**src/rtl/sha1ds_pkg.sv**
```systemverilog
// ----------------------------------------------------------------------------
// sha1ds_pkg
// Shared types and constants of the streaming SHA-1 engine: round constants,
// initial chaining words, padding constants, sequencer states.
// ----------------------------------------------------------------------------
package sha1ds_pkg;

    localparam logic [31:0] K_0 = 32'h5a827999;
    localparam logic [31:0] K_1 = 32'h6ed9eba1;
    localparam logic [31:0] K_2 = 32'h8f1bbcdc;
    localparam logic [31:0] K_3 = 32'hca62c1d6;

    localparam logic [31:0] INIT_H [5] = '{
        32'h67452301, 32'hefcdab89, 32'h98badcfe, 32'h10325476, 32'hc3d2e1f0
    };

    localparam logic [6:0] ROUND_20   = 7'd20;
    localparam logic [6:0] ROUND_40   = 7'd40;
    localparam logic [6:0] ROUND_60   = 7'd60;
    localparam logic [6:0] LAST_ROUND = 7'd79;

    localparam logic [7:0] PAD_MARK   = 8'h80;
    localparam logic [5:0] LEN_POS    = 6'd56;
    localparam logic [5:0] BLOCK_LAST = 6'd63;
    localparam logic [2:0] LAST_INDEX = 3'd4;

    localparam logic FUNC_ABSORB = 1'b0;
    localparam logic FUNC_FINISH = 1'b1;

    typedef enum logic [4:0] {
        S_IDLE  = 5'b00001,
        S_PAD   = 5'b00010,
        S_ROUND = 5'b00100,
        S_ADD   = 5'b01000,
        S_EMIT  = 5'b10000
    } t_state;

    typedef struct packed {
        logic [31:0] a;
        logic [31:0] b;
        logic [31:0] c;
        logic [31:0] d;
        logic [31:0] e;
    } t_vars;

endpackage

```
**src/rtl/sha1_digest_stream.sv**
```systemverilog
// ----------------------------------------------------------------------------
// sha1_digest_stream
// Streaming SHA-1 engine: absorbs message bytes, pads on finish and returns
// the 160-bit digest as five 32-bit words, most significant first.
// ----------------------------------------------------------------------------
//  channel | direction | handshake          | payload
//  --------+-----------+--------------------+-----------------------------------
//  in      | input     | i_valid / o_ready  | i_func, i_data_byte
//  out     | output    | o_valid / i_ready  | o_digest_word, o_word_index,
//          |           |                    | o_last_word
//
//  Absorb bytes are taken only while idle; the byte that fills the 64-byte
//  block starts a compression of 80 single-round steps in the shared round
//  unit plus one chaining add. A finish pads with 9 to 72 bytes, runs one or
//  two compressions, then emits the five digest words.
//  Reset is synchronous; no clearing pass.
//  o_ready is high only while idle; the output stalls while i_ready is low.
// ----------------------------------------------------------------------------
module sha1_digest_stream (
    input  logic        i_clk,
    input  logic        i_rst_n,
    input  logic        i_valid,
    output logic        o_ready,
    input  logic        i_func,
    input  logic [7:0]  i_data_byte,
    output logic        o_valid,
    input  logic        i_ready,
    output logic [31:0] o_digest_word,
    output logic [2:0]  o_word_index,
    output logic        o_last_word
);

    sha1ds_pkg::t_state r_state, n_state;
    logic [5:0]         r_fill, n_fill;
    logic [60:0]        r_count, n_count;
    logic [23:0]        r_part, n_part;
    logic [31:0]        r_w [16];
    logic [31:0]        n_w [16];
    logic [31:0]        r_h [5];
    logic [31:0]        n_h [5];
    sha1ds_pkg::t_vars  r_v, n_v;
    logic [6:0]         r_rnd, n_rnd;
    logic               r_mark, n_mark;
    logic               r_len, n_len;
    logic               r_fin, n_fin;
    logic               r_last, n_last;
    logic [2:0]         r_idx, n_idx;

    logic               w_in_acc;
    logic               w_len_phase;
    logic [63:0]        w_bits;
    logic [7:0]         w_pad;
    logic               w_push;
    logic [7:0]         w_byte;
    logic [31:0]        w_sched_x;
    sha1ds_pkg::t_vars  w_h_vars;
    sha1ds_pkg::t_vars  w_round_out;

    assign o_ready       = (r_state == sha1ds_pkg::S_IDLE);
    assign o_valid       = (r_state == sha1ds_pkg::S_EMIT);
    assign o_digest_word = r_h[0];
    assign o_word_index  = r_idx;
    assign o_last_word   = (r_idx == sha1ds_pkg::LAST_INDEX);

    assign w_in_acc    = i_valid && o_ready;
    assign w_len_phase = r_mark && (r_len || (r_fill == sha1ds_pkg::LEN_POS));
    assign w_bits      = {r_count, 3'b000};
    assign w_sched_x   = r_w[13] ^ r_w[8] ^ r_w[2] ^ r_w[0];
    assign w_h_vars    = '{a: r_h[0], b: r_h[1], c: r_h[2], d: r_h[3], e: r_h[4]};

    always_comb begin
        if (!r_mark) begin
            w_pad = sha1ds_pkg::PAD_MARK;
        end else if (w_len_phase) begin
            w_pad = w_bits[{~r_fill[2:0], 3'b000} +: 8];
        end else begin
            w_pad = 8'h00;
        end
    end

    assign w_push = (w_in_acc && (i_func == sha1ds_pkg::FUNC_ABSORB))
                    || (r_state == sha1ds_pkg::S_PAD);
    assign w_byte = (r_state == sha1ds_pkg::S_PAD) ? w_pad : i_data_byte;

    sha1ds_round u_round (
        .i_vars  (r_v),
        .i_sched (r_w[0]),
        .i_round (r_rnd),
        .o_vars  (w_round_out)
    );

    always_comb begin
        n_state = r_state;
        n_fill  = r_fill;
        n_count = r_count;
        n_part  = r_part;
        n_w     = r_w;
        n_h     = r_h;
        n_v     = r_v;
        n_rnd   = r_rnd;
        n_mark  = r_mark;
        n_len   = r_len;
        n_fin   = r_fin;
        n_last  = r_last;
        n_idx   = r_idx;

        case (r_state)
            sha1ds_pkg::S_IDLE: begin
                if (w_in_acc) begin
                    if (i_func == sha1ds_pkg::FUNC_FINISH) begin
                        n_state = sha1ds_pkg::S_PAD;
                        n_fin   = 1'b1;
                    end else begin
                        n_count = r_count + 61'd1;
                    end
                end
            end
            sha1ds_pkg::S_PAD: begin
                n_mark = 1'b1;
                if (w_len_phase) begin
                    n_len = 1'b1;
                end
                n_last = w_len_phase && (r_fill == sha1ds_pkg::BLOCK_LAST);
            end
            sha1ds_pkg::S_ROUND: begin
                n_v   = w_round_out;
                n_rnd = r_rnd + 7'd1;
                for (int k = 0; k < 15; k++) begin
                    n_w[k] = r_w[k + 1];
                end
                n_w[15] = {w_sched_x[30:0], w_sched_x[31]};
                if (r_rnd == sha1ds_pkg::LAST_ROUND) begin
                    n_state = sha1ds_pkg::S_ADD;
                end
            end
            sha1ds_pkg::S_ADD: begin
                n_h[0] = r_h[0] + r_v.a;
                n_h[1] = r_h[1] + r_v.b;
                n_h[2] = r_h[2] + r_v.c;
                n_h[3] = r_h[3] + r_v.d;
                n_h[4] = r_h[4] + r_v.e;
                if (r_last) begin
                    n_state = sha1ds_pkg::S_EMIT;
                end else if (r_fin) begin
                    n_state = sha1ds_pkg::S_PAD;
                end else begin
                    n_state = sha1ds_pkg::S_IDLE;
                end
            end
            sha1ds_pkg::S_EMIT: begin
                if (i_ready) begin
                    for (int k = 0; k < 4; k++) begin
                        n_h[k] = r_h[k + 1];
                    end
                    n_idx = r_idx + 3'd1;
                    if (r_idx == sha1ds_pkg::LAST_INDEX) begin
                        n_h     = sha1ds_pkg::INIT_H;
                        n_idx   = 3'd0;
                        n_count = '0;
                        n_mark  = 1'b0;
                        n_len   = 1'b0;
                        n_fin   = 1'b0;
                        n_last  = 1'b0;
                        n_state = sha1ds_pkg::S_IDLE;
                    end
                end
            end
            default: begin
                n_state = sha1ds_pkg::S_IDLE;
            end
        endcase

        // append one byte; a full word enters the schedule window
        if (w_push) begin
            n_part = {r_part[15:0], w_byte};
            n_fill = r_fill + 6'd1;
            if (r_fill[1:0] == 2'b11) begin
                for (int k = 0; k < 15; k++) begin
                    n_w[k] = r_w[k + 1];
                end
                n_w[15] = {r_part, w_byte};
            end
            if (r_fill == sha1ds_pkg::BLOCK_LAST) begin
                n_state = sha1ds_pkg::S_ROUND;
                n_v     = w_h_vars;
                n_rnd   = 7'd0;
            end
        end
    end

    always_ff @(posedge i_clk) begin
        if (!i_rst_n) begin
            r_state <= sha1ds_pkg::S_IDLE;
            r_fill  <= '0;
            r_count <= '0;
            r_h     <= sha1ds_pkg::INIT_H;
            r_rnd   <= '0;
            r_mark  <= 1'b0;
            r_len   <= 1'b0;
            r_fin   <= 1'b0;
            r_last  <= 1'b0;
            r_idx   <= '0;
        end else begin
            r_state <= n_state;
            r_fill  <= n_fill;
            r_count <= n_count;
            r_h     <= n_h;
            r_rnd   <= n_rnd;
            r_mark  <= n_mark;
            r_len   <= n_len;
            r_fin   <= n_fin;
            r_last  <= n_last;
            r_idx   <= n_idx;
        end
    end

    always_ff @(posedge i_clk) begin
        r_part <= n_part;
        r_w    <= n_w;
        r_v    <= n_v;
    end

`ifndef SYNTHESIS
    a_round_range: assert property (@(posedge i_clk) disable iff (!i_rst_n)
        (r_state == sha1ds_pkg::S_ROUND) |-> (r_rnd <= sha1ds_pkg::LAST_ROUND))
        else $error("round counter out of range");

    a_block_full: assert property (@(posedge i_clk) disable iff (!i_rst_n)
        (w_in_acc && (i_func == sha1ds_pkg::FUNC_ABSORB)
         && (r_fill == sha1ds_pkg::BLOCK_LAST))
        |=> ((r_state == sha1ds_pkg::S_ROUND) && (r_rnd == 7'd0) && (r_fill == 6'd0)))
        else $error("full block did not start compression");

    a_emit_start: assert property (@(posedge i_clk) disable iff (!i_rst_n)
        $rose(o_valid) |-> ((o_word_index == 3'd0) && (r_fill == 6'd0) && r_len))
        else $error("digest emitted before padding completed");

    a_emit_index: assert property (@(posedge i_clk) disable iff (!i_rst_n)
        o_valid |-> (o_word_index <= sha1ds_pkg::LAST_INDEX))
        else $error("digest word index out of range");
`endif

endmodule

```
**src/rtl/sha1ds_round.sv**
```systemverilog
// ----------------------------------------------------------------------------
// sha1ds_round
// One SHA-1 compression round: selects the round function and constant from
// the round number and produces the next five working variables.
// ----------------------------------------------------------------------------
module sha1ds_round (
    input  sha1ds_pkg::t_vars i_vars,
    input  logic [31:0]       i_sched,
    input  logic [6:0]        i_round,
    output sha1ds_pkg::t_vars o_vars
);

    logic [31:0] w_f;
    logic [31:0] w_k;
    logic [31:0] w_sum;

    always_comb begin
        if (i_round < sha1ds_pkg::ROUND_20) begin
            w_f = (i_vars.b & i_vars.c) | (~i_vars.b & i_vars.d);
            w_k = sha1ds_pkg::K_0;
        end else if (i_round < sha1ds_pkg::ROUND_40) begin
            w_f = i_vars.b ^ i_vars.c ^ i_vars.d;
            w_k = sha1ds_pkg::K_1;
        end else if (i_round < sha1ds_pkg::ROUND_60) begin
            w_f = (i_vars.b & i_vars.c) | (i_vars.b & i_vars.d) | (i_vars.c & i_vars.d);
            w_k = sha1ds_pkg::K_2;
        end else begin
            w_f = i_vars.b ^ i_vars.c ^ i_vars.d;
            w_k = sha1ds_pkg::K_3;
        end
        w_sum = {i_vars.a[26:0], i_vars.a[31:27]} + w_f + i_vars.e + w_k + i_sched;
        o_vars.a = w_sum;
        o_vars.b = i_vars.a;
        o_vars.c = {i_vars.b[1:0], i_vars.b[31:2]};
        o_vars.d = i_vars.c;
        o_vars.e = i_vars.d;
    end

endmodule
```
**config.mk**
```make
export PLATFORM = sky130hd
export DESIGN_NAME = sha1_digest_stream
export DESIGN_NICKNAME = d
export VERILOG_FILES = /design/src/rtl/sha1ds_pkg.sv /design/src/rtl/sha1_digest_stream.sv /design/src/rtl/sha1ds_round.sv
export SDC_FILE = /design/constraint.sdc
export NUM_CORES = 2
export LEC_CHECK = 0
export BUFFER_PORTS_ARGS = -buffer_cell sky130_fd_sc_hd__buf_2
export CAP_MARGIN = 20
export CORE_MARGIN = 3
export CORE_UTILIZATION = 26
export CTS_CLUSTER_DIAMETER = 60
export CTS_CLUSTER_SIZE = 25
export DETAILED_ROUTE_END_ITERATION = 8
export REMOVE_ABC_BUFFERS = 1
export SLEW_MARGIN = 20
export SYNTH_ARGS = -nofsm -noshare
export SYNTH_HDL_FRONTEND = slang
export SYNTH_SLANG_ARGS = --single-unit
```
**constraint.sdc**
```tcl
create_clock -name i_clk -period 7.5 [get_ports i_clk]
set_input_delay 1.5 -clock i_clk [delete_from_list [all_inputs] [get_ports i_clk]]
set_output_delay 1.5 -clock i_clk [all_outputs]
set_load 0.02 [all_outputs]
```
==> results.yml <==
placed_design:
  place_congestion: 0.931
  dpl.hpwl_um: 106000
  post_dp_cell_area_um2: 52000
  port_buffers: 50
detailed_routing:
  dr.first_iter.drc_count: 3281
  drt_wl_total_um: 145000
  postRouteAntennaNets: 0
  wl_per_cell_um: 19.1
  drtPass1Iterations: 6
  via_per_inst: 4.94
  vias: 37600
  drc_errors: 0
finish:
  finish.utilization_pct: 28.9
  regArea_um2: 19100
  multiInputGateArea_um2: 28000
  final_net_count: 5388
  stdcell_area_um2: 54600
  drive_above_1_share_pct: 13.7
  syn2layout_area_growth_pct: 10.1
  fillers: 19700
critical_path:
  cp-start-kind: "register"
  reg2reg_from: "r_rnd[4]$_SDFF_PN0_"
  r2r_slack_ns: 1.38
  cp-endpoint: "r_v[159]$_DFF_P_"
  crit_family: "compound AO/OA/AOI/OAI gates"
  reg2reg_depth: 22
  cp.depth: 22
  cpPeakStageDelay_ns: 0.64
  startpoint: "r_rnd[4]$_SDFF_PN0_"
  crit_required_ns: 8.03
  rr_endpoint: "r_v[159]$_DFF_P_"
  path_max_fanout: 21
  crit_arrival_ns: 6.66
  setup.worst_path.class: "register to register"
  endpoint_kind: "register"
  cpMostUsedCell: "inv_1"
  worst_path_max_delay_cell: "a221oi_1"
  crit_chain: "a41oi_1 -> buf_4 -> nand2_1 -> nand2_1 -> buf_4 -> inv_1 -> a221oi_1 -> fa_1 -> inv_1 -> ha_1 -> inv_1 -> fa_1 -> and2b_1 -> o2111ai_1 -> nand4b_1 -> o21ai_0 -> o31ai_2 -> a41oi_2 -> o21ai_1 -> a21oi_1 -> xnor2_1 -> o21ai_0"
  path_buf_inv: 5
clock_tree:
  clock-sinks: 942
  clockBufferDepth: 3
  post_cts_resized: 0
  root_buffer: "clkbuf_16"
  cts_tree: "built"
  cts_made_buffers: 70
  clock_latency_ns: 0.71
  ctsHtreeMaxLevel: 3
  ctsHoldBuffers: 0
  clk_pin_slew_ns: 0.09
  postCtsSetupRepairBufs: 0
global_route:
  grt_pass1_wl_um: 221000
  track_usage_pct: 14.3
  grt_start_max_net_pins: 192
  grt_pass1_vias: 36200
  antenna_found_initial: 0
  grt_overflow: 0
pwr:
  combPwrFrac_pct: 6.9
  p_int_mw: 7.40
  seqPwrFrac_pct: 51.3
  power_switching_mw: 2.61
  power.density_nw_per_um2: 184
  leakage_nw: 22.6
  clock_power_share_pct: 41.8
  switching_share_pct: 26.1
  ir_drop_mv: 0.150
sta:
  fin_crit_sh_pct: 81.7
  drv_slew: 0
  slew-limit-headroom_pct: 19.9
  clock_skew_ns: 0.0421
  hold_viol: 0
  finalSetupViolCount: 0
  rsz0062_at_grt: "no"
  period_needed_ns: 6.12
  max_clock_freq_mhz: 163
  worstMarginPinSlew_ns: 1.19
synthesis:
  syn_area_per_cell_um2: 9.56
  syn_inst: 5185
  yosysTopAreaCellShare_pct: 37.1
  synth.area.top_cells: "dfxtp_1 37%, mux2_2 9.2%, ha_1 5.2%"
  synth_edf_count: 24
  synth.distinct_cells: 103
  synth_flop_cell: "dfxtp_1"
  synth_common_cells: "918 x dfxtp_1, 424 x a21oi_1, 420 x nor2_1"
  yosys.area.top_type: "dfxtp_1"
  yosysWarnings: 0
  synth-seq-cells: 942
  seq_area_frac_synth_pct: 38.5
  synth_most_common_cell: "dfxtp_1"
  syn_area_um2: 49600
  synthArstFlopShare_pct: 0
floorplanning:
  die_area_um2: 196000
  core_um2: 189000
  fp.dieH_um: 443
  die_w_um: 443
  ios: 51
  initial_core_util_pct: 26.3
  rows: 159
min_path:
  hold_class: "register to register"
run_status:
  status: "finished, final reports clean"
job:
  max_cap_viol_count: 0
layer usage:
| metal | wire length, µm | share of wire (%) | GRT usage, % |
|---|---|---|---|
| met5 | 0 | 0 | 0 |
| met4 | 4750 | 3.3 | 4.67 |
| met3 | 8410 | 5.8 | 2.18 |
| met2 | 67500 | 47 | 23.7 |
| met1 | 64400 | 44 | 18.9 |
stage by stage:
step | instances | hold WS, ns | setup slack [ns] | setup TNS, ns | power, mW
2_1_floorplan | 4885 | 0.418 | -8.18 | -4304.04 | 5.74
3_3_place_gp | 7474 | 0.431 | 1.50 | 0 | 5.94
3_5_place_dp | 7474 | 0.440 | 1.41 | 0 | 5.94
4_1_cts | 7600 | 0.453 | 1.35 | 0 | 10.1
5_1_grt | 7600 | 0.466 | 0.943 | 0 | 10.4
6_report | 7604 | 0.453 | 1.38 | 0 | 10.0
placed cells by master (no fill, tap or decap), types with 11 or more instances in the layout:
| cell | netlist | layout |
|---|---|---|
| o221ai_1 | 14 | 14 |
| mux2_2 | 403 | 403 |
| o21bai_1 | 21 | 21 |
| and3_1 | 49 | 49 |
| o21ai_0 | 269 | 268 |
| fa_1 | 117 | 117 |
| or3_1 | 33 | 33 |
| o311ai_0 | 15 | 15 |
| a31oi_1 | 28 | 28 |
| o22ai_1 | 12 | 12 |
| nor3_1 | 56 | 56 |
| edfxtp_1 | 24 | 24 |
| dfxtp_1 | 918 | 918 |
| mux4_2 | 13 | 13 |
| a211oi_1 | 26 | 26 |
| o211a_1 | 32 | 32 |
| and2_1 | 23 | 22 |
| o21a_1 | 28 | 28 |
| mux2i_1 | 176 | 176 |
| xnor2_1 | 219 | 219 |
| nand2b_1 | 18 | 18 |
| a22oi_1 | 17 | 17 |
| a21o_1 | 106 | 106 |
| mux2_1 | 58 | 58 |
| ha_1 | 207 | 207 |
| a21oi_1 | 424 | 423 |
| nor2_1 | 420 | 419 |
| a221oi_1 | 35 | 35 |
| nand3_1 | 128 | 126 |
| nand4_1 | 31 | 31 |
| buf_2 | 18 | 49 |
| xor2_1 | 93 | 93 |
| nand2_1 | 299 | 296 |
| buf_4 | 75 | 37 |
| nor2b_1 | 43 | 43 |
| inv_1 | 291 | 289 |
| clkbuf_16 | 0 | 70 |
| nor3b_1 | 11 | 11 |
| o211ai_1 | 53 | 53 |
state kept, by name, summed over array words and instances (netlist names), 6 cells and up:
signal,cells
o_digest_word,32
r_count,61
r_w,512
r_v,160
r_part,24
r_rnd,7
r_h,128
r_fill,6
area by class of cell:
type / instances / share of cell area [%]
inverters: 291 / 2.01
clock buffers: 76 / 3.29
clock inverters: 50 / 1.39
flip-flops and latches: 942 / 35.0
repair buffers: 94 / 1.24
well taps: 2495 / 5.72
multi-input cells: 3652 / 51.3
diodes: 4 / 0.0183
worst reg2reg max path, stage by stage, from the launching register on:
cell       delay [ns]
dfxtp_1          0.39
a41oi_1          0.26
buf_4            0.23
nand2_1          0.10
nand2_1          0.07
buf_4            0.27
inv_1            0.43
a221oi_1         0.64
fa_1             0.50
inv_1            0.07
ha_1             0.19
inv_1            0.07
fa_1             0.43
and2b_1          0.26
o2111ai_1        0.16
nand4b_1         0.13
o21ai_0          0.18
o31ai_2          0.45
a41oi_2          0.28
o21ai_1          0.42
a21oi_1          0.16
xnor2_1          0.20
o21ai_0          0.09
logic make-up (layout without fill, tap and decap cells):
group | after synthesis | count (layout) | synth area share [%]
other cells | 0 | 4 | 0
xor+xnor | 312 | 312 | 5.51
flops | 942 | 942 | 38.5
mux | 650 | 650 | 14.6
fa+ha+maj | 324 | 324 | 9.95
simple gates | 1168 | 1168 | 11.0
compound gates | 1198 | 1198 | 15.3
buf+inv | 591 | 511 | 5.09
power groups by stage:
stage          combinational [mW]  clock, mW  sequential [mW]
2_1_floorplan               0.502          0             5.24
3_3_place_gp                0.686          0             5.25
3_5_place_dp                0.682          0             5.25
4_1_cts                     0.687       4.30             5.14
5_1_grt                     0.765       4.49             5.15
6_report                    0.688       4.19             5.14
worst min path at each step:
stage                               from                   end  depth (start not counted)
global placement        r_w[469]$_DFF_P_      r_w[501]$_DFF_P_                          2
floorplan           r_part[16]$_DFFE_PN_       r_w[24]$_DFF_P_                          2
CTS                   r_len$_SDFFE_PN0P_    r_len$_SDFFE_PN0P_                          2
finish                r_len$_SDFFE_PN0P_    r_len$_SDFFE_PN0P_                          2
detailed placement    r_len$_SDFFE_PN0P_    r_len$_SDFFE_PN0P_                          2
global route        r_part[14]$_DFFE_PN_  r_part[22]$_DFFE_PN_                          0
Note: power is estimated with default switching activity, not from simulation.
